$ cat src/hw/rtl/mpfb_pkg.sv
`timescale 1ns / 1ps
// Shared constants, codes, types and helpers of the page-mode frame store blitter.
package mpfb_pkg;

   // Screen geometry and frame store layout.
   localparam int SCREEN_WIDTH  = 128;
   localparam int SCREEN_HEIGHT = 64;
   localparam int BANK_COUNT    = (SCREEN_HEIGHT + 7) / 8;
   localparam int STORE_BYTES   = SCREEN_WIDTH * BANK_COUNT;
   localparam int ADDR_W        = $clog2(STORE_BYTES);
   localparam int COL_W         = $clog2(SCREEN_WIDTH);
   localparam int BANK_W        = (BANK_COUNT > 1) ? $clog2(BANK_COUNT) : 1;

   // Rows of the last bank that lie on the screen.
   localparam int LAST_ROWS = SCREEN_HEIGHT - 8 * (BANK_COUNT - 1);
   localparam logic [7:0] LAST_BANK_MASK = 8'((9'd1 << LAST_ROWS) - 9'd1);

   // Sprite size limits.
   localparam int SPR_MAX_W = 128;
   localparam int SPR_MAX_H = 64;

   // Operation codes of a request.
   localparam logic [2:0] OP_SPRITE    = 3'd0;
   localparam logic [2:0] OP_CLEAR     = 3'd1;
   localparam logic [2:0] OP_SET_PIXEL = 3'd2;
   localparam logic [2:0] OP_GET_PIXEL = 3'd3;
   localparam logic [2:0] OP_GET_BYTE  = 3'd4;

   // Configuration register indexes.
   localparam logic [2:0] REG_BLIT_X           = 3'd0;
   localparam logic [2:0] REG_BLIT_Y           = 3'd1;
   localparam logic [2:0] REG_BLIT_W           = 3'd2;
   localparam logic [2:0] REG_BLIT_H           = 3'd3;
   localparam logic [2:0] REG_BLIT_COLOR       = 3'd4;
   localparam logic [2:0] REG_BLIT_TRANSPARENT = 3'd5;

   typedef enum logic [2:0] {
      ST_CLEAR,
      ST_IDLE,
      ST_SPRITE_LO,
      ST_SPRITE_HI,
      ST_PIXEL_SET,
      ST_PIXEL_GET,
      ST_BYTE_GET
   } seq_state_type;

   // Placement of the next sprite byte, prepared by the register block.
   typedef struct packed {
      logic [ADDR_W-1:0] addr0;
      logic [ADDR_W-1:0] addr1;
      logic [2:0]        shift;
      logic [7:0]        page_mask0;
      logic [7:0]        page_mask1;
      logic [7:0]        row_en;
      logic              color;
      logic              transparent;
      logic              done;
   } blit_plan_type;

   // One access to the frame memory.
   typedef struct packed {
      logic              rd_en;
      logic [ADDR_W-1:0] rd_addr;
      logic              wr_en;
      logic [ADDR_W-1:0] wr_addr;
      logic [7:0]        wr_data;
   } mem_req_type;

   typedef struct packed {
      logic clearing;
      logic idle;
   } seq_status_type;

   typedef struct packed {
      logic [7:0] read_byte;
      logic       pixel_value;
      logic       blit_done;
   } rsp_item_type;

   // Byte index of a column within a bank.
   function automatic logic [ADDR_W-1:0] frame_index(input logic [BANK_W-1:0] page,
                                                     input logic [COL_W-1:0]  col);
      frame_index = ADDR_W'(page) * ADDR_W'(SCREEN_WIDTH) + ADDR_W'(col);
   endfunction

endpackage

$ cat src/hw/rtl/mpfb_intf.sv


interface mpfb_csr_if;
   logic       valid;
   logic       ready;
   logic [2:0] addr;
   logic [7:0] wdata;

   modport source (output valid, addr, wdata, input ready);
   modport sink (input valid, addr, wdata, output ready);
endinterface

$ cat src/hw/rtl/mpfb_blit_regs.sv
`timescale 1ns / 1ps
// Blit configuration registers, sprite position counters and byte placement.
module mpfb_blit_regs import mpfb_pkg::*; (
   input  logic          clock,
   input  logic          reset,
   mpfb_csr_if.sink      csr,
   input  logic          advance,
   output blit_plan_type plan
);

   logic signed [7:0] blit_x_ff, blit_x_in;
   logic signed [6:0] blit_y_ff, blit_y_in;
   logic [7:0]        blit_w_ff, blit_w_in;
   logic [6:0]        blit_h_ff, blit_h_in;
   logic              color_ff, color_in;
   logic              transp_ff, transp_in;
   logic [6:0]        col_ff, col_in;
   logic [2:0]        bank_ff, bank_in;

   logic              csr_fire;
   logic              reg_known;
   logic [7:0]        eff_w;
   logic [6:0]        eff_h;
   logic [3:0]        banks;
   logic              last_col;
   logic              last_bank;
   logic signed [9:0] dx;
   logic signed [8:0] ystart;
   logic signed [8:0] page0;
   logic signed [8:0] page1;
   logic              x_ok;
   logic              p0_ok;
   logic              p1_ok;

   assign csr.ready = 1'b1;
   assign csr_fire  = csr.valid && csr.ready;
   assign reg_known = (csr.addr <= REG_BLIT_TRANSPARENT);

   // Effective sprite size with out-of-range values clamped.
   always_comb begin
      if (blit_w_ff == 8'd0) begin
         eff_w = 8'd1;
      end else if (blit_w_ff > 8'(SPR_MAX_W)) begin
         eff_w = 8'(SPR_MAX_W);
      end else begin
         eff_w = blit_w_ff;
      end
      if (blit_h_ff == 7'd0) begin
         eff_h = 7'd1;
      end else if (blit_h_ff > 7'(SPR_MAX_H)) begin
         eff_h = 7'(SPR_MAX_H);
      end else begin
         eff_h = blit_h_ff;
      end
   end

   assign banks     = 4'((eff_h + 7'd7) >> 3);
   assign last_col  = ({1'b0, col_ff} + 8'd1) >= eff_w;
   assign last_bank = ({1'b0, bank_ff} + 4'd1) >= banks;

   // Register writes restart the sprite; each sprite byte steps the counters.
   always_comb begin
      blit_x_in = blit_x_ff;
      blit_y_in = blit_y_ff;
      blit_w_in = blit_w_ff;
      blit_h_in = blit_h_ff;
      color_in  = color_ff;
      transp_in = transp_ff;
      col_in    = col_ff;
      bank_in   = bank_ff;
      if (csr_fire && reg_known) begin
         unique case (csr.addr)
            REG_BLIT_X:           blit_x_in = csr.wdata;
            REG_BLIT_Y:           blit_y_in = csr.wdata[6:0];
            REG_BLIT_W:           blit_w_in = csr.wdata;
            REG_BLIT_H:           blit_h_in = csr.wdata[6:0];
            REG_BLIT_COLOR:       color_in  = csr.wdata[0];
            REG_BLIT_TRANSPARENT: transp_in = csr.wdata[0];
            default:              ;
         endcase
         col_in  = 7'd0;
         bank_in = 3'd0;
      end else if (advance) begin
         if (last_col) begin
            col_in  = 7'd0;
            bank_in = last_bank ? 3'd0 : bank_ff + 3'd1;
         end else begin
            col_in = col_ff + 7'd1;
         end
      end
   end

   always_ff @(posedge clock) begin
      if (reset) begin
         blit_x_ff <= 8'sd0;
         blit_y_ff <= 7'sd0;
         blit_w_ff <= 8'd1;
         blit_h_ff <= 7'd1;
         color_ff  <= 1'b1;
         transp_ff <= 1'b1;
         col_ff    <= 7'd0;
         bank_ff   <= 3'd0;
      end else begin
         blit_x_ff <= blit_x_in;
         blit_y_ff <= blit_y_in;
         blit_w_ff <= blit_w_in;
         blit_h_ff <= blit_h_in;
         color_ff  <= color_in;
         transp_ff <= transp_in;
         col_ff    <= col_in;
         bank_ff   <= bank_in;
      end
   end

   // Screen position of the current byte: one column, up to two banks.
   assign dx     = $signed({{2{blit_x_ff[7]}}, blit_x_ff}) + $signed({3'b000, col_ff});
   assign ystart = $signed({{2{blit_y_ff[6]}}, blit_y_ff}) + $signed({3'b000, bank_ff, 3'b000});
   assign page0  = ystart >>> 3;
   assign page1  = page0 + 9'sd1;
   assign x_ok   = (dx >= 0) && (dx < SCREEN_WIDTH);
   assign p0_ok  = (page0 >= 0) && (page0 < BANK_COUNT);
   assign p1_ok  = (page1 >= 0) && (page1 < BANK_COUNT);

   always_comb begin
      plan.addr0 = frame_index(BANK_W'(page0), COL_W'(dx));
      plan.addr1 = frame_index(BANK_W'(page1), COL_W'(dx));
      plan.shift = ystart[2:0];
      if (x_ok && p0_ok) begin
         plan.page_mask0 = (page0 == BANK_COUNT - 1) ? LAST_BANK_MASK : 8'hff;
      end else begin
         plan.page_mask0 = 8'h00;
      end
      if (x_ok && p1_ok) begin
         plan.page_mask1 = (page1 == BANK_COUNT - 1) ? LAST_BANK_MASK : 8'hff;
      end else begin
         plan.page_mask1 = 8'h00;
      end
      // Rows inside the sprite height; padding rows are ignored.
      for (int r = 0; r < 8; r++) begin
         plan.row_en[r] = (7'({bank_ff, 3'(r)}) < eff_h);
      end
      plan.color       = color_ff;
      plan.transparent = transp_ff;
      plan.done        = last_col && last_bank;
   end

endmodule

$ cat src/flat_wrapper.sv
// flat-port wrapper written by rule: the top's interface ports become plain ports
module mpfb_blit_regs_flat import mpfb_pkg::*;
  (clock, reset, advance, plan, csr_valid, csr_addr, csr_wdata, csr_ready);
  mpfb_csr_if csr_i ();
  input  logic clock;
  input  logic reset;
  input  logic advance;
  output blit_plan_type plan;
  input wire logic [$bits(csr_i.valid)-1:0] csr_valid;
  input wire logic [$bits(csr_i.addr)-1:0] csr_addr;
  input wire logic [$bits(csr_i.wdata)-1:0] csr_wdata;
  output wire logic [$bits(csr_i.ready)-1:0] csr_ready;
  assign csr_i.valid = csr_valid;
  assign csr_i.addr = csr_addr;
  assign csr_i.wdata = csr_wdata;
  assign csr_ready = csr_i.ready;
  mpfb_blit_regs u_core (.clock(clock), .reset(reset), .csr(csr_i), .advance(advance), .plan(plan));
endmodule
$ cat config.mk
export PLATFORM = sky130hd
export DESIGN_NAME = mpfb_blit_regs_flat
export DESIGN_NICKNAME = d
export VERILOG_FILES = /design/src/hw/rtl/mpfb_pkg.sv /design/src/hw/rtl/mpfb_intf.sv /design/src/hw/rtl/mpfb_blit_regs.sv /design/src/flat_wrapper.sv
export SDC_FILE = /design/constraint.sdc
export NUM_CORES = 1
export LEC_CHECK = 0
export BUFFER_PORTS_ARGS = -buffer_cell sky130_fd_sc_hd__buf_2
export CAP_MARGIN = 0
export CELL_PAD_IN_SITES_DETAIL_PLACEMENT = 0
export CELL_PAD_IN_SITES_GLOBAL_PLACEMENT = 2
export CORE_MARGIN = 2
export CORE_UTILIZATION = 32
export DETAILED_ROUTE_END_ITERATION = 12
export PLACE_DENSITY = 0.89
export SLEW_MARGIN = 20
export SYNTH_ARGS = -nofsm -noshare
export SYNTH_HDL_FRONTEND = slang
export SYNTH_SLANG_ARGS = --single-unit
$ cat constraint.sdc
create_clock -name clock -period 3.4 [get_ports clock]
set_clock_uncertainty 0.15 [all_clocks]
set_input_delay 0.85 -clock clock [delete_from_list [all_inputs] [get_ports clock]]
set_output_delay 0.85 -clock clock [all_outputs]
set_load 0.05 [all_outputs]
# Yosys cells after proc, flatten, opt, wreduce, memory -nomap -nowiden
# Cells that the tools add are included.
# Widths: inputs -> output; s select.
[word_totals] reg_bits=42 input_bits=15 out_inout_bits=51 wordCells=68
[classes] add_sub_neg=10 order_cmp=19 n_eq_ne=5 n_mux=8 n_reduce_logical=18
[op_table] operator="$lt 6x7->1" count=8
[op_table] operator="$mux 8" count=4
[op_table] operator="$mux 7" count=3
[op_table] operator="$add 10x7->10" count=2
[op_table] operator="$reduce_and 2->1" count=7
[op_table] operator="$add 8x8->9" count=1
[op_table] operator="$ge 9x1->1 const B" count=1
[op_table] operator="$lt 9x9->1 const B" count=1
[op_table] operator="$add 7x1->8 const B" count=1
[op_table] operator="$add 7x7->8" count=1
[op_table] operator="$ge 8x8->1" count=1
[op_table] operator="$gt 8x8->1 const B" count=1
[op_table] operator="$logic_not 8->1" count=1
[op_table] operator="$add 7x1->7 const B" count=1
[op_table] operator="$add 7x3->7 const B" count=1
[op_table] operator="$gt 7x7->1 const B" count=1
[op_table] operator="$logic_and 1x1->1" count=7
[op_table] operator="$logic_not 7->1" count=1
[op_table] operator="$add 5x2->6 const B" count=1
[op_table] operator="$eq 3x2->1 const B" count=2
[op_table] operator="$eq 3x3->1 const B" count=2
[op_table] operator="$ge 6x1->1 const B" count=1
[op_table] operator="$lt 6x5->1 const B" count=1
[op_table] operator="$ge 5x1->1 const B" count=1
[op_table] operator="9 further kinds" count=9

# Depth between registers and ports, before layout
[logic_depth] word_depth=6 mapped_depth=11 ltp_nobuf=10

# Worst setup path before layout
# Ideal clock, no wire load.
[synth_path] path_type="register to output" startpoint="register u_core.bank_ff[0]" endpoint="output plan[12] (netlist name)" t_arrival_ns=3.597 t_required_ns=2.400 slack_ns=-1.197 stages_incl_launch_ff=8 n_path_buf=1 path_cell_list="dfxtp_1 -> ha_1 -> fa_1 -> xor2_1 -> and3_1 -> nand3_1 -> a22oi_1 -> buf_4"
[synth_rtl] element="start: declaration" line_no="mpfb_blit_regs.sv:18" text="logic [2:0] bank_ff, bank_in;"
[synth_rtl] element="start signal: assignment" line_no="mpfb_blit_regs.sv:111" text="bank_ff <= bank_in;"
[synth_rtl] element="end: declaration" line_no="flat_wrapper.sv:8" text="output blit_plan_type plan;"

==> reports/qor.yml <==
status: "finished with violations"
failed_checks: "negative setup slack"
yosys.cell_types.count: 54
initial_core_util_pct: 32.8
internal_power_mw: 0.817
grt_pass1_vias: 2417
swShare_pct: 32.5
cp-end-kind: "output pin"
syn_avg_cell_area_um2: 8.08
root_buffer: "clkbuf_8"
max_cap_viol_count: 0
ys_ff_latch: 42
cpPeakStageDelay_ns: 0.34
drc: 0
grt_max_degree: 35
period_needed_ns: 3.44
hold_class: "flip-flop to flip-flop"
area_delta_synth_final_pct: 26.0
clk_path_buf_depth: 2
fin_ws_ns: -0.0357
grt_pass1_wl_um: 12000
cts_buffers: 5
maxSlewViolCount: 0
multi_input_area_um2: 1990
die_w_um: 101
p_clk_share_pct: 32.6
worst_pin_slew_ns: 0.624
irDropWorstVdd_mv: 0.151
die_y_um: 101
placementRows: 35
clkLatencyLatePin_ns: 0.30
clkTransAtPathRegs_ns: 0.08
synthFlopType: "dfxtp_1"
hpwl_um: 5770
cts_tree: "yes"
ant_nets: 0
nets: 471
crit_arrival_ns: 2.44
startpoint_type: "flip-flop"
worst-path-buf-inv: 3
pre_cts_slack_ns: 0.0440
drive_gt1_share_pct: 29.0
utilization_pct: 41.3
combPwrFrac_pct: 25.3
synth_area_um2: 3000
register_area_um2: 850
io_buffers: 64
cts_htree_levels: 2
antenna_cells: 0
synth_cells: 371
max_freq_mhz: 291
synth_fp_nets: 416
grt_setup_unrepaired: "yes"
fill_cells: 935
firstDrtPassIters: 4
ios: 66
crit_top_cell: "buf_6"
ys_seq_area_share_pct: 28.0
grt_usage_pct: 14.7
crit_family: "compound AO/OA/AOI/OAI gates"
critPathKind: "flip-flop to output pin"
yosys_warnings: 0
total_power_mw: 1.21
seqPwrFrac_pct: 42.1
leakage_nw: 1.68
cp_slowest_cell: "dfxtp_1"
crit_chain: "buf_4 > ha_1 > a211oi_2 > nor2_1 > o21a_1 > or2_1 > a211oi_4 > buf_6 > buf_6"
cts.sinks: 42
place_inst: 523
avgViaCountPerCell: 5.00
p_sw_mw: 0.394
overflow: 0
instances_no_fill: 538
avgRoutedWirePerCell_um: 13.8
powerDensity_nw_per_um2: 320
drt-initial-drc-count: 95
cp_max_fo: 8
synthArstFlopShare_pct: 0
synth-edff-count: 0
slew_headroom_pct: 58.4
cp.required_ns: 2.40
fin_crit_sh_pct: 101
gp_congestion: 0.847
postRouteWirelength_um: 7440
final-hold-violation-count: 0
setup_viol: 16
die_area_um2: 10200
vias: 2690
coreArea_um2: 9150
antenna_found_initial: 0
layer usage:
metal / part of all wire, % / track usage (%) / vias up
met4: 1.9 / 4.64 / 0
met2: 44 / 23.5 / 87
li1: - / - / 1380
met5: 0 / 0 / -
met3: 5.5 / 2.36 / 14
met1: 49 / 20.2 / 1209
metrics by stage:
stage	setup TNS, ns	area, um^2	hold WS (ns)
after detailed placement	0	3420	0.304
after global placement	0	3420	0.294
after global routing	-2.34	3780	0.326
after CTS	-0.606	3760	0.318
final	-0.416	3780	0.316
after floorplan	-2.63	3130	0.287
what timing repair did:
item                       in CTS  in global routing
pin swaps                      11                  1
gates resized for setup        51                  8
hold buffers                    0                  0
setup buffers                   7                  0
setup endpoints to repair      20                 24
worst paths after layout:
check	cells after the start	slack [ns]	end	from
max	9	-0.04	plan[23]	u_core.col_ff[1]
min	2	0.32	u_core.blit_x_ff[3]	u_core.blit_x_ff[3]
max reg2reg	11	0.78	u_core.col_ff[0]	u_core.col_ff[1]
min reg2reg	2	0.32	u_core.blit_x_ff[3]	u_core.blit_x_ff[3]
power by group through the flow:
| stage | clock network [mW] | registers [mW] | logic [mW] |
|---|---|---|---|
| 6_report | 0.394 | 0.510 | 0.306 |
| 5_1_grt | 0.425 | 0.512 | 0.326 |
| 4_1_cts | 0.405 | 0.510 | 0.304 |
| 3_5_place_dp | 0 | 0.522 | 0.274 |
| 3_3_place_gp | 0 | 0.521 | 0.274 |
| 2_1_floorplan | 0 | 0.519 | 0.236 |
cells in the mapped netlist (5+ instances only):
master	n	area [um^2]
nand2_1	55	206
a21oi_1	35	175
o21ai_0	5	25.0
xnor2_1	6	52.6
nand3_1	8	40.0
clkbuf_1	7	26.3
ha_1	28	350
nor2_1	36	135
inv_1	10	37.5
dfxtp_1	42	841
buf_4	30	225
o21a_1	5	37.5
a21o_1	5	37.5
xor2_1	8	70.1
a211oi_1	7	52.6
mux2i_1	14	140
flip-flops by register name (all words and copies together), names as in the netlist:
signal            count
u_core.col_ff         7
u_core.color_ff       1
u_core.transp_ff      1
u_core.blit_y_ff      7
u_core.blit_w_ff      8
u_core.blit_h_ff      7
u_core.blit_x_ff      8
u_core.bank_ff        3
cell type report:
type | count | share of cell area, %
clock buffer | 6 | 1.92
timing repair buffer | 87 | 17.0
multi-input combinational | 278 | 52.7
sequential | 42 | 22.5
clock inverter | 2 | 0.960
inverter | 12 | 1.22
tap | 111 | 3.67
cells by family (layout without fill, tap and decap cells):
group | after synthesis | after routing | synth area share, %
AND/OR/NAND/NOR | 139 | 139 | 22.1
AO/OA/AOI/OAI | 80 | 80 | 17.7
buffers and inverters | 51 | 107 | 10.2
flip-flops | 42 | 42 | 28.0
adder cells (fa/ha/maj) | 30 | 30 | 13.0
XOR/XNOR | 14 | 14 | 4.09
multiplexers | 14 | 14 | 4.67
other | 1 | 1 | 0.125
worst register-to-register path: cells and delay by family (launching register included):
family | cells | cell delay [ns]
and+or+nand+nor | 3 | 0.55
adders and majority gates | 2 | 0.49
DFF | 1 | 0.37
AOI/OAI and AO/OA | 4 | 0.61
xor gates and xnor gates | 1 | 0.21
buffers and inverters | 1 | 0.19
cells in the final DEF (no fill, tap or decap), types with 3 or more instances in the layout:
cell type  synthesis  routed
nand2_1           55      55
buf_2              2      47
dfxtp_1           42      37
nor2_1            36      35
a21oi_1           35      34
ha_1              28      25
buf_4             30      20
mux2i_1           14      14
buf_6              0      11
inv_1             10       9
buf_8              0       9
nand3_1            8       8
xor2_1             8       7
xnor2_1            6       6
o21a_1             5       5
a21o_1             5       5
clkbuf_8           0       5
o21ai_0            5       4
a211oi_1           7       4
nor3_1             4       4
or3_1              4       4
a41o_1             4       4
dfxtp_2            0       4
nand2b_1           3       3
and3_1             4       3
nand4_1            3       3
nor2b_1            4       3
ha_4               0       3
No activity file was read; power rests on OpenSTA's default activity.
