[config.mk]
export PLATFORM = sky130hd
export DESIGN_NAME = mpfb_seq_flat
export DESIGN_NICKNAME = d
export VERILOG_FILES = /design/src/hw/rtl/mpfb_pkg.sv /design/src/hw/rtl/mpfb_intf.sv /design/src/hw/rtl/mpfb_seq.sv /design/src/flat_wrapper.sv
export SDC_FILE = /design/constraint.sdc
export NUM_CORES = 1
export LEC_CHECK = 0
export ABC_CLOCK_PERIOD_IN_PS = 4200
export BUFFER_PORTS_ARGS = -buffer_cell sky130_fd_sc_hd__buf_2
export CORE_ASPECT_RATIO = 0.5
export CORE_MARGIN = 2
export CORE_UTILIZATION = 55
export CTS_BUF_LIST = sky130_fd_sc_hd__clkbuf_2 sky130_fd_sc_hd__clkbuf_4 sky130_fd_sc_hd__clkbuf_8
export CTS_CLUSTER_SIZE = 28
export DETAILED_ROUTE_END_ITERATION = 8
export PLACE_DENSITY = 0.93
export SLEW_MARGIN = 20
export SYNTH_ARGS = -nofsm -noshare
export SYNTH_HDL_FRONTEND = slang
export SYNTH_SLANG_ARGS = --single-unit
[constraint.sdc]
create_clock -name clock -period 4.2 [get_ports clock]
set_input_delay 0.63 -clock clock [delete_from_list [all_inputs] [get_ports clock]]
set_output_delay 0.63 -clock clock [all_outputs]
set_load 0.01 [all_outputs]
[src/hw/rtl/mpfb_pkg.sv]
`timescale 1ns / 1ps
// Shared constants, codes, types and helpers of the page-mode frame store blitter.
package mpfb_pkg;

   // Screen geometry and frame store layout.
   localparam int SCREEN_WIDTH  = 128;
   localparam int SCREEN_HEIGHT = 64;
   localparam int BANK_COUNT    = (SCREEN_HEIGHT + 7) / 8;
   localparam int STORE_BYTES   = SCREEN_WIDTH * BANK_COUNT;
   localparam int ADDR_W        = $clog2(STORE_BYTES);
   localparam int COL_W         = $clog2(SCREEN_WIDTH);
   localparam int BANK_W        = (BANK_COUNT > 1) ? $clog2(BANK_COUNT) : 1;

   // Rows of the last bank that lie on the screen.
   localparam int LAST_ROWS = SCREEN_HEIGHT - 8 * (BANK_COUNT - 1);
   localparam logic [7:0] LAST_BANK_MASK = 8'((9'd1 << LAST_ROWS) - 9'd1);

   // Sprite size limits.
   localparam int SPR_MAX_W = 128;
   localparam int SPR_MAX_H = 64;

   // Operation codes of a request.
   localparam logic [2:0] OP_SPRITE    = 3'd0;
   localparam logic [2:0] OP_CLEAR     = 3'd1;
   localparam logic [2:0] OP_SET_PIXEL = 3'd2;
   localparam logic [2:0] OP_GET_PIXEL = 3'd3;
   localparam logic [2:0] OP_GET_BYTE  = 3'd4;

   // Configuration register indexes.
   localparam logic [2:0] REG_BLIT_X           = 3'd0;
   localparam logic [2:0] REG_BLIT_Y           = 3'd1;
   localparam logic [2:0] REG_BLIT_W           = 3'd2;
   localparam logic [2:0] REG_BLIT_H           = 3'd3;
   localparam logic [2:0] REG_BLIT_COLOR       = 3'd4;
   localparam logic [2:0] REG_BLIT_TRANSPARENT = 3'd5;

   typedef enum logic [2:0] {
      ST_CLEAR,
      ST_IDLE,
      ST_SPRITE_LO,
      ST_SPRITE_HI,
      ST_PIXEL_SET,
      ST_PIXEL_GET,
      ST_BYTE_GET
   } seq_state_type;

   // Placement of the next sprite byte, prepared by the register block.
   typedef struct packed {
      logic [ADDR_W-1:0] addr0;
      logic [ADDR_W-1:0] addr1;
      logic [2:0]        shift;
      logic [7:0]        page_mask0;
      logic [7:0]        page_mask1;
      logic [7:0]        row_en;
      logic              color;
      logic              transparent;
      logic              done;
   } blit_plan_type;

   // One access to the frame memory.
   typedef struct packed {
      logic              rd_en;
      logic [ADDR_W-1:0] rd_addr;
      logic              wr_en;
      logic [ADDR_W-1:0] wr_addr;
      logic [7:0]        wr_data;
   } mem_req_type;

   typedef struct packed {
      logic clearing;
      logic idle;
   } seq_status_type;

   typedef struct packed {
      logic [7:0] read_byte;
      logic       pixel_value;
      logic       blit_done;
   } rsp_item_type;

   // Byte index of a column within a bank.
   function automatic logic [ADDR_W-1:0] frame_index(input logic [BANK_W-1:0] page,
                                                     input logic [COL_W-1:0]  col);
      frame_index = ADDR_W'(page) * ADDR_W'(SCREEN_WIDTH) + ADDR_W'(col);
   endfunction

endpackage

[src/hw/rtl/mpfb_intf.sv]
`timescale 1ns / 1ps
// Request, response and configuration channel interfaces of the blitter.
interface mpfb_req_if;
   logic              valid;
   logic              ready;
   logic [2:0]        op;
   logic [7:0]        sprite_byte;
   logic              draw_color;
   logic signed [8:0] px;
   logic signed [7:0] py;
   logic [9:0]        byte_addr;

   modport source (output valid, op, sprite_byte, draw_color, px, py, byte_addr,
                   input ready);
   modport sink (input valid, op, sprite_byte, draw_color, px, py, byte_addr,
                 output ready);
endinterface

interface mpfb_rsp_if;
   logic       valid;
   logic       ready;
   logic [7:0] read_byte;
   logic       pixel_value;
   logic       blit_done;

   modport source (output valid, read_byte, pixel_value, blit_done, input ready);
   modport sink (input valid, read_byte, pixel_value, blit_done, output ready);
endinterface


[src/hw/rtl/mpfb_seq.sv]
`timescale 1ns / 1ps
// Operation sequencer: read-modify-write of the frame store, clearing pass, result buffer.
module mpfb_seq import mpfb_pkg::*; (
   input  logic           clock,
   input  logic           reset,
   mpfb_req_if.sink       req,
   mpfb_rsp_if.source     rsp,
   input  blit_plan_type  plan,
   output logic           advance,
   output mem_req_type    mem_req,
   input  logic [7:0]     rd_data,
   output seq_status_type status
);

   typedef struct packed {
      logic [ADDR_W-1:0] addr0;
      logic [ADDR_W-1:0] addr1;
      logic [7:0]        mask0;
      logic [7:0]        mask1;
      logic [7:0]        val0;
      logic [7:0]        val1;
      logic              done;
   } sprite_job_type;

   typedef struct packed {
      logic [ADDR_W-1:0] addr;
      logic [2:0]        bit_sel;
      logic              ok;
      logic              color;
      logic              byte_ok;
   } pixel_job_type;

   seq_state_type     state_ff, state_in;
   sprite_job_type    sjob_ff, sjob_in;
   pixel_job_type     pjob_ff, pjob_in;
   logic [ADDR_W-1:0] clear_cnt_ff, clear_cnt_in;
   logic [7:0]        fill_ff, fill_in;
   logic              clear_reply_ff, clear_reply_in;
   rsp_item_type      out_ff, out_in;
   rsp_item_type      skid_ff, skid_in;
   logic              out_valid_ff, out_valid_in;
   logic              skid_valid_ff, skid_valid_in;

   logic              accept;
   logic              clear_last;
   logic              push;
   rsp_item_type      push_item;
   logic              pop;
   logic              px_ok;
   logic              py_ok;
   logic [ADDR_W-1:0] pix_addr;
   logic [7:0]        spr_on;
   logic [7:0]        spr_val;
   logic [15:0]       spr_mask16;
   logic [15:0]       spr_val16;
   logic [7:0]        bit_mask;

   assign req.ready  = (state_ff == ST_IDLE) && !skid_valid_ff;
   assign accept     = req.valid && req.ready;
   assign advance    = accept && (req.op == OP_SPRITE);
   assign clear_last = (clear_cnt_ff == ADDR_W'(STORE_BYTES - 1));

   assign status.clearing = (state_ff == ST_CLEAR);
   assign status.idle     = (state_ff == ST_IDLE);

   // Pixel address decode from the request.
   assign px_ok    = (req.px >= 0) && (req.px < SCREEN_WIDTH);
   assign py_ok    = (req.py >= 0) && (req.py < SCREEN_HEIGHT);
   assign pix_addr = frame_index(BANK_W'(req.py >>> 3), COL_W'(req.px));

   // Sprite byte split into the two banks it may touch.
   assign spr_on     = plan.row_en & (req.sprite_byte | {8{~plan.transparent}});
   assign spr_val    = plan.color ? req.sprite_byte : ~req.sprite_byte;
   assign spr_mask16 = {8'h00, spr_on} << plan.shift;
   assign spr_val16  = {8'h00, spr_val} << plan.shift;

   assign bit_mask = 8'h01 << pjob_ff.bit_sel;

   // Job registers loaded when a request is accepted.
   always_comb begin
      sjob_in        = sjob_ff;
      pjob_in        = pjob_ff;
      fill_in        = fill_ff;
      clear_reply_in = clear_reply_ff;
      if (accept) begin
         sjob_in.addr0    = plan.addr0;
         sjob_in.addr1    = plan.addr1;
         sjob_in.mask0    = spr_mask16[7:0] & plan.page_mask0;
         sjob_in.mask1    = spr_mask16[15:8] & plan.page_mask1;
         sjob_in.val0     = spr_val16[7:0];
         sjob_in.val1     = spr_val16[15:8];
         sjob_in.done     = plan.done;
         pjob_in.addr     = pix_addr;
         pjob_in.bit_sel  = req.py[2:0];
         pjob_in.ok       = px_ok && py_ok;
         pjob_in.color    = req.draw_color;
         pjob_in.byte_ok  = (32'(req.byte_addr) < STORE_BYTES);
         fill_in          = {8{req.draw_color}};
         clear_reply_in   = 1'b1;
      end
   end

   // Next state.
   always_comb begin
      state_in = state_ff;
      unique case (state_ff)
         ST_CLEAR: begin
            state_in = clear_last ? ST_IDLE : ST_CLEAR;
         end
         ST_IDLE: begin
            if (accept) begin
               unique case (req.op)
                  OP_SPRITE:    state_in = ST_SPRITE_LO;
                  OP_CLEAR:     state_in = ST_CLEAR;
                  OP_SET_PIXEL: state_in = ST_PIXEL_SET;
                  OP_GET_PIXEL: state_in = ST_PIXEL_GET;
                  OP_GET_BYTE:  state_in = ST_BYTE_GET;
                  default:      state_in = ST_IDLE;
               endcase
            end
         end
         ST_SPRITE_LO: begin
            state_in = (sjob_ff.mask1 != 8'h00) ? ST_SPRITE_HI : ST_IDLE;
         end
         ST_SPRITE_HI, ST_PIXEL_SET, ST_PIXEL_GET, ST_BYTE_GET: begin
            state_in = ST_IDLE;
         end
         default: state_in = ST_IDLE;
      endcase
   end

   // Memory accesses and result push for each state.
   always_comb begin
      mem_req      = '0;
      push         = 1'b0;
      push_item    = '0;
      clear_cnt_in = clear_cnt_ff;
      unique case (state_ff)
         ST_CLEAR: begin
            mem_req.wr_en   = 1'b1;
            mem_req.wr_addr = clear_cnt_ff;
            mem_req.wr_data = fill_ff;
            clear_cnt_in    = clear_last ? '0 : clear_cnt_ff + 1'b1;
            push            = clear_last && clear_reply_ff;
         end
         ST_IDLE: begin
            if (accept) begin
               unique case (req.op)
                  OP_SPRITE: begin
                     mem_req.rd_en   = 1'b1;
                     mem_req.rd_addr = plan.addr0;
                  end
                  OP_CLEAR: ;
                  OP_SET_PIXEL, OP_GET_PIXEL: begin
                     mem_req.rd_en   = 1'b1;
                     mem_req.rd_addr = pix_addr;
                  end
                  OP_GET_BYTE: begin
                     mem_req.rd_en   = 1'b1;
                     mem_req.rd_addr = ADDR_W'(req.byte_addr);
                  end
                  default: push = 1'b1;
               endcase
            end
         end
         ST_SPRITE_LO: begin
            mem_req.wr_en   = (sjob_ff.mask0 != 8'h00);
            mem_req.wr_addr = sjob_ff.addr0;
            mem_req.wr_data = (rd_data & ~sjob_ff.mask0) | (sjob_ff.val0 & sjob_ff.mask0);
            if (sjob_ff.mask1 != 8'h00) begin
               mem_req.rd_en   = 1'b1;
               mem_req.rd_addr = sjob_ff.addr1;
            end else begin
               push                = 1'b1;
               push_item.blit_done = sjob_ff.done;
            end
         end
         ST_SPRITE_HI: begin
            mem_req.wr_en       = 1'b1;
            mem_req.wr_addr     = sjob_ff.addr1;
            mem_req.wr_data     = (rd_data & ~sjob_ff.mask1) | (sjob_ff.val1 & sjob_ff.mask1);
            push                = 1'b1;
            push_item.blit_done = sjob_ff.done;
         end
         ST_PIXEL_SET: begin
            mem_req.wr_en   = pjob_ff.ok;
            mem_req.wr_addr = pjob_ff.addr;
            mem_req.wr_data = pjob_ff.color ? (rd_data | bit_mask) : (rd_data & ~bit_mask);
            push            = 1'b1;
         end
         ST_PIXEL_GET: begin
            push                  = 1'b1;
            push_item.pixel_value = pjob_ff.ok && rd_data[pjob_ff.bit_sel];
         end
         ST_BYTE_GET: begin
            push                = 1'b1;
            push_item.read_byte = pjob_ff.byte_ok ? rd_data : 8'h00;
         end
         default: ;
      endcase
   end

   // Two-entry result buffer: output register plus skid entry.
   assign pop = out_valid_ff && rsp.ready;

   always_comb begin
      out_in        = out_ff;
      out_valid_in  = out_valid_ff;
      skid_in       = skid_ff;
      skid_valid_in = skid_valid_ff;
      if (pop) begin
         if (skid_valid_ff) begin
            out_in        = skid_ff;
            skid_valid_in = 1'b0;
         end else begin
            out_valid_in = 1'b0;
         end
      end
      if (push) begin
         if (!out_valid_in) begin
            out_in       = push_item;
            out_valid_in = 1'b1;
         end else begin
            skid_in       = push_item;
            skid_valid_in = 1'b1;
         end
      end
   end

   assign rsp.valid       = out_valid_ff;
   assign rsp.read_byte   = out_ff.read_byte;
   assign rsp.pixel_value = out_ff.pixel_value;
   assign rsp.blit_done   = out_ff.blit_done;

   // Control registers; reset starts a zero-fill clearing pass.
   always_ff @(posedge clock) begin
      if (reset) begin
         state_ff       <= ST_CLEAR;
         clear_cnt_ff   <= '0;
         fill_ff        <= 8'h00;
         clear_reply_ff <= 1'b0;
         out_valid_ff   <= 1'b0;
         skid_valid_ff  <= 1'b0;
      end else begin
         state_ff       <= state_in;
         clear_cnt_ff   <= clear_cnt_in;
         fill_ff        <= fill_in;
         clear_reply_ff <= clear_reply_in;
         out_valid_ff   <= out_valid_in;
         skid_valid_ff  <= skid_valid_in;
      end
   end

   // Payload registers.
   always_ff @(posedge clock) begin
      sjob_ff <= sjob_in;
      pjob_ff <= pjob_in;
      out_ff  <= out_in;
      skid_ff <= skid_in;
   end

endmodule

[src/flat_wrapper.sv]
// flat-port wrapper written by rule: the top's interface ports become plain ports
module mpfb_seq_flat import mpfb_pkg::*;
  (clock, reset, plan, advance, mem_req, rd_data, status, req_valid, req_op, req_sprite_byte, req_draw_color, req_px, req_py, req_byte_addr, req_ready, rsp_valid, rsp_read_byte, rsp_pixel_value, rsp_blit_done, rsp_ready);
  mpfb_req_if req_i ();
  mpfb_rsp_if rsp_i ();
  input  logic clock;
  input  logic reset;
  input  blit_plan_type plan;
  output logic advance;
  output mem_req_type mem_req;
  input  logic [7:0] rd_data;
  output seq_status_type status;
  input wire logic [$bits(req_i.valid)-1:0] req_valid;
  input wire logic [$bits(req_i.op)-1:0] req_op;
  input wire logic [$bits(req_i.sprite_byte)-1:0] req_sprite_byte;
  input wire logic [$bits(req_i.draw_color)-1:0] req_draw_color;
  input wire logic [$bits(req_i.px)-1:0] req_px;
  input wire logic [$bits(req_i.py)-1:0] req_py;
  input wire logic [$bits(req_i.byte_addr)-1:0] req_byte_addr;
  output wire logic [$bits(req_i.ready)-1:0] req_ready;
  output wire logic [$bits(rsp_i.valid)-1:0] rsp_valid;
  output wire logic [$bits(rsp_i.read_byte)-1:0] rsp_read_byte;
  output wire logic [$bits(rsp_i.pixel_value)-1:0] rsp_pixel_value;
  output wire logic [$bits(rsp_i.blit_done)-1:0] rsp_blit_done;
  input wire logic [$bits(rsp_i.ready)-1:0] rsp_ready;
  assign req_i.valid = req_valid;
  assign req_i.op = req_op;
  assign req_i.sprite_byte = req_sprite_byte;
  assign req_i.draw_color = req_draw_color;
  assign req_i.px = req_px;
  assign req_i.py = req_py;
  assign req_i.byte_addr = req_byte_addr;
  assign req_ready = req_i.ready;
  assign rsp_valid = rsp_i.valid;
  assign rsp_read_byte = rsp_i.read_byte;
  assign rsp_pixel_value = rsp_i.pixel_value;
  assign rsp_blit_done = rsp_i.blit_done;
  assign rsp_i.ready = rsp_ready;
  mpfb_seq u_core (.clock(clock), .reset(reset), .req(req_i), .rsp(rsp_i), .plan(plan), .advance(advance), .mem_req(mem_req), .rd_data(rd_data), .status(status));
endmodule
=== Word level (Yosys, flattened, before mapping) ===
Index checks and enable logic that the tools add are counted.

* Logic and storage cells: 113
* Flip-flop bits (word level): 105
* Output and inout port bits: 45
* Input port bits: 101

* Bitwise logic cells: 17
* Reductions and logical operators: 18
* $add $sub $neg: 2
* Equality and inequality tests: 12
* Shift-type cells: 3
* Mux-type cells: 33
* Magnitude comparators: 5

{| class="wikitable"
|+ Operators by type and width
! operator !! count
|-
| $pmux W19 S4 || 1
|-
| $and A8 B8 Y8 || 8
|-
| $mux W10 || 5
|-
| $pmux W11 S3 || 1
|-
| $not A8 Y8 || 4
|-
| $or A8 B8 Y8 || 4
|-
| $shl A8 B3 Y16 || 2
|-
| $mux W8 || 3
|-
| $mux W11 || 2
|-
| $pmux W11 S2 || 1
|-
| $reduce_bool A8 Y1 || 2
|-
| $pmux W3 S5 || 1
|-
| $mux W1 || 13
|-
| $eq A3 B2 Y1 const B || 4
|-
| $eq A3 B3 Y1 const B || 4
|-
| $add A10 B1 Y10 const B || 1
|-
| $add A10 B7 Y10 || 1
|-
| $eq A10 B10 Y1 const B || 1
|-
| $ge A9 B1 Y1 const B || 1
|-
| $logic_and A1 B1 Y1 || 9
|-
| $lt A9 B9 Y1 const B || 1
|-
| $pmux W3 S3 || 1
|-
| $ge A8 B1 Y1 const B || 1
|-
| $lt A8 B8 Y1 const B || 1
|-
| other kinds (16) || 18
|}

=== Depth between registers and ports, before layout ===
Gate-level depths: netlist (run 1).

* Depth after elaboration: 6
* Mapped depth: 7
* Gate-level depth less buffers: 6

=== Worst setup path after synthesis (run 1) ===
No wires, ideal clock.

* Path type: register to output
* Start point: register u_core.state_ff[0]
* End point: output port mem_req[20] in the netlist's numbering
* Stages on the path, launching flop included: 7
* Buffers on the path: 1
* Data required time: 3570 ps
* Data arrival time: 3283 ps
* Setup slack: 287 ps
* Cell sequence: dfxtp_1 nor3b_1 nand3b_2 inv_1 o21ai_0 clkbuf_1 o21ai_0

{| class="wikitable"
|+ RTL lines
! element !! RTL line !! text
|-
| from (decl) || mpfb_seq.sv:33 || <nowiki>seq_state_type state_ff, state_in;</nowiki>
|-
| from (signal assigned) || mpfb_seq.sv:245 || <nowiki>state_ff <= state_in;</nowiki>
|-
| to (decl) || flat_wrapper.sv:10 || <nowiki>output mem_req_type mem_req;</nowiki>
|}

==> impl_summary.txt, run 1 <==
----------------------------------------------------
[Worst setup path]
  Largest stage delay on the critical path ... 680 ps
  Buf+Inv Stages, Crit Path ... 1
  Type of destination of the critical path ... output pin
  Standard cell with the maximum stage delay on the critical path ... sky130_fd_sc_hd__nor2_1
  Worst setup path category ... reg -> out
  Ordered cell list for the critical path ... nor2b_1 > nand2b_1 > nor2_1 > nand2_1 > o21ai_0 > buf_2
  Worst r2r src ... u_core.state_ff[0]$_SDFFE_PP0P_
  Crit path from ... u_core.state_ff[0]$_SDFFE_PP0P_
  Worst Setup Start Kind ... register
  Cell depth of the worst setup path ... 6
  Required time reported for the critical path endpoint ... 3570 ps
  Maximum fanout encountered on the critical timing path ... 21
  Depth of the most critical reg-to-reg path ... 5
  CP top delay family ... simple AND/OR/NAND/NOR gates
  Setup slack of the most critical reg-to-reg path ... 1260 ps
  Arr. time, crit path ... 3030 ps

[Drt]
  Initial drt markers ... approximately 430
  Detailed-route wire length per cell ... 17.3 µm
  Number of vias after detailed routing ... between 4,000 and 5,000
  DRC ... 0
  Via/cell ratio ... 5.93
  Pre-Repair DR Iteration Count ... 6
  Total wire length after detailed routing ... 14.3 mm
  Number of nets still failing antenna checks after routing ... 0

[GRT]
  Global-route wire length before repair ... around 22 mm
  Number of global-route vias before repair ... between 4,000 and 5,000
  Overflow left after global routing ... 0
  GR Util All Layers ... 25.5%
  Maximum number of pins on one net before global-route repair ... ~70
  Initial antenna violation count ... 0

[Floorplan]
  Number of placement rows ... 26
  Starting Density ... approximately 56%
  Placeable core area ... 10,100 µm²
  Floorplan die width ... 148 µm
  DIE AREA ... 11,200 µm²
  I/O pin count ... 146
  Die height ... 75.8 µm

[Logic synthesis]
  Count of flip-flops with a built-in enable after synthesis ... 76
  Fraction of the yosys area taken by sequential cells ... 49.7%
  Gate count of the mapped netlist ... ~550
  Top flip-flop cell by instance count after synthesis ... sky130_fd_sc_hd__edfxtp_1
  Synthesized area per cell ... 10.3 µm²
  Total number of yosys warnings ... 0
  Total of flip-flops plus latches after synthesis ... 103
  Cell area after synthesis ... 5680 µm²
  Synth Net Count ... 654
  Number of distinct library cells after synthesis ... 50
  Async set-or-reset flop fraction in the synthesized netlist ... 0%

[Place]
  Buffers added on ports ... about 140
  Post-placement cell area ... 6490 µm²
  Weighted congestion at the end of routability-driven global placement ... 0.924
  Place WS ... approximately 1100 ps
  Number of cells after detailed placement ... 808
  Dpl hpwl ... approximately 11 mm

[Timing]
  Relative slew slack ... 32.6%
  Pins over their slew limit ... 0
  Setup TNS after final layout ... 0 ps
  Final period utilization ... 87.1%
  Shortest clock period the worst path allows after layout ... 3660 ps
  Worst hold margin ... 426 ps
  Worst Max-Slew Pin Slew ... 1000 ps
  Count of endpoints failing setup in the final report ... 0
  Hold Fails Final Rpt ... 0
  Setup Skew ... roughly 6.8 ps
  Unrepaired setup endpoints after global routing ... false
  Max frequency ... between 200 and 300 MHz
  Final setup margin ... between 500 and 600 ps

[CTS]
  Total setup buffers inserted after CTS ... 0
  Number of H-tree levels ... 3
  Buffer cell driving the clock tree root ... sky130_fd_sc_hd__clkbuf_8
  TritonCTS buffer count ... 9
  Quantity of gates resized following cts ... 0
  Buffer levels on the longest clock path ... 2
  Clock slew at reported path FFs ... 100 ps
  Clk_lat worst skew ... 370 ps
  Clock tree sinks ... 103
  Quantity of hold-fixing buffers added after cts ... 0
  TritonCTS clock tree ... yes

[Finish]
  Share of cells above drive strength 1 ... 30.6%
  Area of combinational cells with multiple inputs ... 2700 µm²
  Number of nets at the end of the flow ... 781
  Filler instances ... 706
  Number of diodes ... 0
  Share of the core filled with cells in the final layout ... 66.1%
  Final Cell Area ... roughly 6700 µm²
  Area added between synthesis and finish ... 17.8%
  Combined flip-flop and latch cell area ... 2820 µm²
  Final std cells w/o fill ... 824

[Hold path]
  Source of the worst hold timing path ... plan[34]
  Hold Crit Class ... in -> reg
  Number of stages on the worst hold path ... 1

[Outcome]
  Outcome ... completed

[Pwr]
  Total internal power ... 1.48 mW
  Worst-case vdd ir drop ... 0.000187 V
  Portion of total power attributed to the clock network ... 31.9%
  Leakage power total ... 2.74 nW
  PwrDens ... 291 nW/µm²
  Overall power of the completed layout ... 1.95 mW
  Part of the power in registers ... 56.6%
  Total net switching power ... 469 µW
  Comb pwr share ... between 10% and 20%
  Switching fraction of total power ... 24.1%

[Run]
  Number of maximum-capacitance violations ... 0

----------------------------------------------------
[worst register-to-register path: cells and delay by family (launching register included)]
family          cells  cell delay (ps)
compound gates      1              120
simple gates        4             1910
flops               1              560
[cells in the mapped netlist (3+ instances only)]
cell | instances | area, µm²
sky130_fd_sc_hd__a22oi_1 | 12 | 90.1
sky130_fd_sc_hd__xor2_1 | 10 | 87.6
sky130_fd_sc_hd__and2_1 | 9 | 56.3
sky130_fd_sc_hd__nor2_1 | 55 | 206
sky130_fd_sc_hd__o21ai_0 | 58 | 290
sky130_fd_sc_hd__nand2b_1 | 6 | 37.5
sky130_fd_sc_hd__nand2_1 | 46 | 173
sky130_fd_sc_hd__a31oi_1 | 3 | 18.8
sky130_fd_sc_hd__xnor2_1 | 11 | 96.3
sky130_fd_sc_hd__and3_1 | 13 | 81.3
sky130_fd_sc_hd__o21a_1 | 3 | 22.5
sky130_fd_sc_hd__nand3_1 | 11 | 55.1
sky130_fd_sc_hd__nor2b_1 | 8 | 50.1
sky130_fd_sc_hd__mux2_2 | 30 | 338
sky130_fd_sc_hd__buf_1 | 6 | 22.5
sky130_fd_sc_hd__a21oi_1 | 36 | 180
sky130_fd_sc_hd__o22ai_1 | 4 | 25.0
sky130_fd_sc_hd__o211ai_1 | 3 | 22.5
sky130_fd_sc_hd__mux4_2 | 5 | 113
sky130_fd_sc_hd__clkbuf_1 | 27 | 101
sky130_fd_sc_hd__nand4_1 | 3 | 18.8
sky130_fd_sc_hd__nor4_1 | 5 | 31.3
sky130_fd_sc_hd__edfxtp_1 | 76 | 2280
sky130_fd_sc_hd__dfxtp_1 | 27 | 541
sky130_fd_sc_hd__mux2i_1 | 42 | 420
sky130_fd_sc_hd__nor3_1 | 9 | 45.0
sky130_fd_sc_hd__inv_1 | 8 | 30.0
[layer usage]
layer / global-route usage (%) / wire length [µm]
met3: 4.91 / 1160
met1: 34.6 / 6030
met4: 10.1 / 416
met5: 0 / 0
met2: 41.5 / 6680
[worst paths after layout]
path	endpoint
setup / recovery	mem_req[26]
hold / removal	u_core.sjob_ff[37]$_DFFE_PN_
setup reg to reg	u_core.skid_ff[6]$_DFFE_PP_
hold reg to reg	u_core.clear_reply_ff$_SDFFE_PP0N_
[power by group through the flow]
stage | clock (mW) | sequential [mW] | combinational (mW)
2_1_floorplan | 0 | 1.13 | 0.125
3_3_place_gp | 0 | 1.12 | 0.211
3_5_place_dp | 0 | 1.12 | 0.218
4_1_cts | 0.624 | 1.10 | 0.219
5_1_grt | 0.667 | 1.10 | 0.243
6_report | 0.621 | 1.10 | 0.222
[registers in the layout (all words and copies together) (netlist names)]
signal / flops
u_core.rsp.valid: 1
u_core.fill_ff: 1
u_core.sjob_ff: 51
u_core.clear_reply_ff: 1
u_core.skid_ff: 10
u_core.pjob_ff: 15
u_core.skid_valid_ff: 1
u_core.rsp.pixel_value: 1
u_core.state_ff: 3
u_core.rsp.read_byte: 8
u_core.clear_cnt_ff: 10
u_core.rsp.blit_done: 1
[cell type report]
cell class	instances	area share, %
Clock inverter	7	1.05
Sequential cell	103	42.2
Clock buffer	9	1.85
Timing Repair Buffer	150	11.5
Tap cell	140	2.62
Inverter	8	0.449
Multi-Input combinational cell	407	40.4
[cell usage in the layout, fill, tap and decap left out, types with 6 or more instances in the layout]
master	instances
sky130_fd_sc_hd__dfxtp_1	27
sky130_fd_sc_hd__and3_1	13
sky130_fd_sc_hd__nor2b_1	8
sky130_fd_sc_hd__nand3_1	11
sky130_fd_sc_hd__buf_2	144
sky130_fd_sc_hd__mux2_2	30
sky130_fd_sc_hd__xor2_1	10
sky130_fd_sc_hd__edfxtp_1	76
sky130_fd_sc_hd__mux2i_1	42
sky130_fd_sc_hd__nor2_1	55
sky130_fd_sc_hd__inv_1	7
sky130_fd_sc_hd__nor3_1	8
sky130_fd_sc_hd__buf_4	6
sky130_fd_sc_hd__o21ai_0	58
sky130_fd_sc_hd__clkbuf_8	9
sky130_fd_sc_hd__nand2b_1	6
sky130_fd_sc_hd__a21oi_1	36
sky130_fd_sc_hd__nand2_1	46
sky130_fd_sc_hd__and2_1	9
sky130_fd_sc_hd__a22oi_1	12
sky130_fd_sc_hd__xnor2_1	11
[cells by family after synthesis]
| family | Yosys count | share of synthesized area (%) |
|---|---|---|
| simple gates | 175 | 14.9 |
| xor+xnor | 21 | 3.24 |
| compound gates | 133 | 13.8 |
| flops | 103 | 49.7 |
| mux | 77 | 15.3 |
| fa+ha+maj | 1 | 0.220 |
| buf+inv | 42 | 2.80 |
No activity file was read; power rests on OpenSTA's default activity.
==> inputs of run 2 (changes only) <==
--- a/config.mk
+++ b/config.mk
@@ -5,7 +5,7 @@
 export SDC_FILE = /design/constraint.sdc
 export NUM_CORES = 1
 export LEC_CHECK = 0
-export ABC_CLOCK_PERIOD_IN_PS = 4200
+export ABC_CLOCK_PERIOD_IN_PS = 3760
 export BUFFER_PORTS_ARGS = -buffer_cell sky130_fd_sc_hd__buf_2
 export CORE_ASPECT_RATIO = 0.5
 export CORE_MARGIN = 2
==> constraint.sdc (replaced) <==
create_clock -name clock -period 3.76 [get_ports clock]
set_input_delay 0.564 -clock clock [delete_from_list [all_inputs] [get_ports clock]]
set_output_delay 0.564 -clock clock [all_outputs]
set_load 0.01 [all_outputs]
==> run 2 against run 1 <==
Effect of this change: clock skew increased by 0.82 ps; global-route usage increased by 0.84 points; non-clock buffer count increased by 1; critical endpoint is now mem_req[23]; core utilization decreased by 0.11 points; largest cell class unchanged; register-to-register slack got worse by 430 ps.
==> impl_summary.txt, run 2 (synthesis results as in run 1) <==
----------------------------------------------------
[Timing]
  Final period utilization ... 90.7%
  Max frequency ... 293 MHz
  Pins over their slew limit ... 0 (unchanged)
  Count of endpoints failing setup in the final report ... 0 (unchanged)
  Setup TNS after final layout ... 0 ps (unchanged)
  Hold Fails Final Rpt ... 0 (unchanged)
  Relative slew slack ... 33.6% (+1.0 points)
  Unrepaired setup endpoints after global routing ... false
  Shortest clock period the worst path allows after layout ... 3410 ps
  Worst Max-Slew Pin Slew ... 985 ps (-14.9 ps)
  Setup Skew ... 7.64 ps (+0.823 ps)

[Worst setup path]
  Required time reported for the critical path endpoint ... 3200 ps (-370 ps)
  Worst setup path category ... reg -> out
  End of the worst register-to-register path ... u_core.skid_ff[1]$_DFFE_PP_
  Type of destination of the critical path ... output pin
  Depth of the most critical reg-to-reg path ... 6 (+1)
  Worst Setup Start Kind ... register
  Standard cell with the maximum stage delay on the critical path ... sky130_fd_sc_hd__nor2_1
  Ordered cell list for the critical path ... buf_4 > nor2b_1 > nand2b_1 > nor2_1 > nand2_1 > o21ai_0 > buf_2
  Largest stage delay on the critical path ... 670 ps (about the same)
  Arr. time, crit path ... 2850 ps (-180 ps)
  Worst r2r src ... u_core.state_ff[0]$_SDFFE_PP0P_
  Maximum fanout encountered on the critical timing path ... 11 (-48%)
  Setup slack of the most critical reg-to-reg path ... 830 ps (-430 ps)

[Floorplan]
  Starting Density ... 56.1% (unchanged)
  I/O pin count ... 146 (unchanged)
  Placeable core area ... 10,100 µm² (unchanged)
  Floorplan die width ... 148 µm (unchanged)
  Number of placement rows ... 26 (unchanged)
  Die height ... 75.8 µm (unchanged)
  DIE AREA ... 11,200 µm² (unchanged)

[CTS]
  Quantity of gates resized following cts ... 0 (unchanged)
  Number of H-tree levels ... 3 (unchanged)
  Clock tree sinks ... 103 (unchanged)
  TritonCTS clock tree ... yes
  Total setup buffers inserted after CTS ... 0 (unchanged)
  Buffer cell driving the clock tree root ... sky130_fd_sc_hd__clkbuf_8
  Quantity of hold-fixing buffers added after cts ... 0 (unchanged)
  TritonCTS buffer count ... 9 (unchanged)
  Clock slew at reported path FFs ... 90 ps (about the same)
  Buffer levels on the longest clock path ... 2 (unchanged)
  Clk_lat worst skew ... 370 ps (about the same)

[Hold path]
  Hold path endpoint ... u_core.sjob_ff[38]$_DFFE_PN_
  Hold Crit Class ... in -> reg
  Number of stages on the worst hold path ... 1 (unchanged)
  Source of the worst hold timing path ... plan[35]

[Drt]
  Number of nets still failing antenna checks after routing ... 0 (unchanged)
  Pre-Repair DR Iteration Count ... 5 (-1)
  Detailed-route wire length per cell ... 17.7 µm (+2.1%)
  DRC ... 0 (unchanged)
  Via/cell ratio ... 5.98 (+0.82%)
  Total wire length after detailed routing ... 14.6 mm (+2.2%)
  Initial drt markers ... 447 (+4.2%)
  Number of vias after detailed routing ... 4,933 (+0.94%)

[Finish]
  Area added between synthesis and finish ... 17.6%
  Final Cell Area ... 6680 µm² (-0.17%)
  Number of nets at the end of the flow ... 782 (+0.13%)
  Largest register FFs ... 51 (unchanged)
  Largest registers ... u_core.sjob_ff: 51 flops, u_core.pjob_ff: 15 flops
  Share of cells above drive strength 1 ... 30.6% (unchanged)
  Register bank with the most flops ... u_core.sjob_ff
  Commonest non-fill, non-tap cell in the layout ... sky130_fd_sc_hd__buf_2
  Commonest cells after routing, fill and taps aside ... 144 x sky130_fd_sc_hd__buf_2, 76 x sky130_fd_sc_hd__edfxtp_1, 58 x sky130_fd_sc_hd__o21ai_0

[Pwr]
  Leakage power total ... 2.73 nW (-0.40%)
  PwrDens ... 317 nW/µm² (+9.0%)
  Switching fraction of total power ... 23.2% (-0.87 points)
  Worst-case vdd ir drop ... 0.000176 V (-5.8%)
  Comb pwr share ... 11.7% (+0.3 points)
  Total net switching power ... 492 µW (+4.9%)
  Total internal power ... 1.63 mW (+10%)
  Portion of total power attributed to the clock network ... 30.2% (-1.7 points)
  Part of the power in registers ... 58.1% (+1.5 points)

[Run]
  Number of maximum-capacitance violations ... 0 (unchanged)

[GRT]
  Overflow left after global routing ... 0 (unchanged)
  GR Util All Layers ... 26.3% (+0.84 points)
  Number of global-route vias before repair ... 4,532 (+4.7%)
  Initial antenna violation count ... 1 (+1)
  Global-route wire length before repair ... 22.6 mm (+3.3%)
  Maximum number of pins on one net before global-route repair ... 68 (unchanged)

[Place]
  Weighted congestion at the end of routability-driven global placement ... 0.964 (+4.3%)
  Dpl hpwl ... 10.9 mm (+1.9%)
  Post-placement cell area ... 6500 µm² (+0.17%)
  Buffers added on ports ... 144 (unchanged)

[Outcome]
  Outcome ... completed

----------------------------------------------------
==> run 2: cell count changes in the layout (fill, tap and decap cells not counted), sizes merged <==
cell	previous run	this run
clkinvlp	0	1
clkbuf	9	14
buf	150	151
clkinv	4	0
bufinv	1	0
inv	10	8
diode	0	1
==> run 2: layout make-up <==
type	instances	area, µm²
fill	744	3440
sequential	103	2820
clock inverter	1	6.26
timing repair buffer	151	773
clock buffer	14	168
antenna	1	2.50
tap	140	175
multi-input combinational	407	2690
inverter	8	33.8
==> run 2: layer usage <==
layer  track usage [%]  wire, µm  up-vias
met5                 0         0        -
met4              12.3       518        0
met3              5.15      1130       49
met2              44.3      6950      271
met1              34.0      6010     2324
li1                  -         -     2289
==> run 2: worst max-delay path: cells and delay by family (launching register included) <==
kind            cells  cell delay [ps]
compound gates      1              110
buf+inv             2              450
flops               1              660
simple gates        4             1240
==> run 2: through the flow <==
step                      hold slack [ps]  worst slack (ps)  power [mW]  instances  util, %
after floorplan                       432               592        1.40        552        -
after global placement                448               803        1.49        809     64.2
after global routing                  347               133        2.19        825     66.0
after detailed placement              474               813        1.50        809     64.2
final                                 364               348        2.12        825     66.0
after CTS                             353               426        2.12        824     66.0
==> run 2: how the worst max path moves through the flow <==
stage	start	to	slack [ps]
2_1_floorplan	u_core.state_ff[0]$_SDFFE_PP0P_	mem_req[20]	590
3_3_place_gp	req_op[1]	mem_req[27]	800
3_5_place_dp	req_op[1]	mem_req[23]	810
4_1_cts	u_core.state_ff[0]$_SDFFE_PP0P_	mem_req[23]	430
5_1_grt	u_core.state_ff[0]$_SDFFE_PP0P_	mem_req[19]	130
6_report	u_core.state_ff[1]$_SDFFE_PP0P_	mem_req[23]	350
==> run 2: power groups by stage <==
stage          clock network [mW]  logic [mW]  registers (mW)
6_report                    0.639       0.248            1.23
5_1_grt                     0.689       0.273            1.23
4_1_cts                     0.639       0.246            1.23
3_5_place_dp                    0       0.244            1.26
3_3_place_gp                    0       0.235            1.26
2_1_floorplan                   0       0.140            1.26
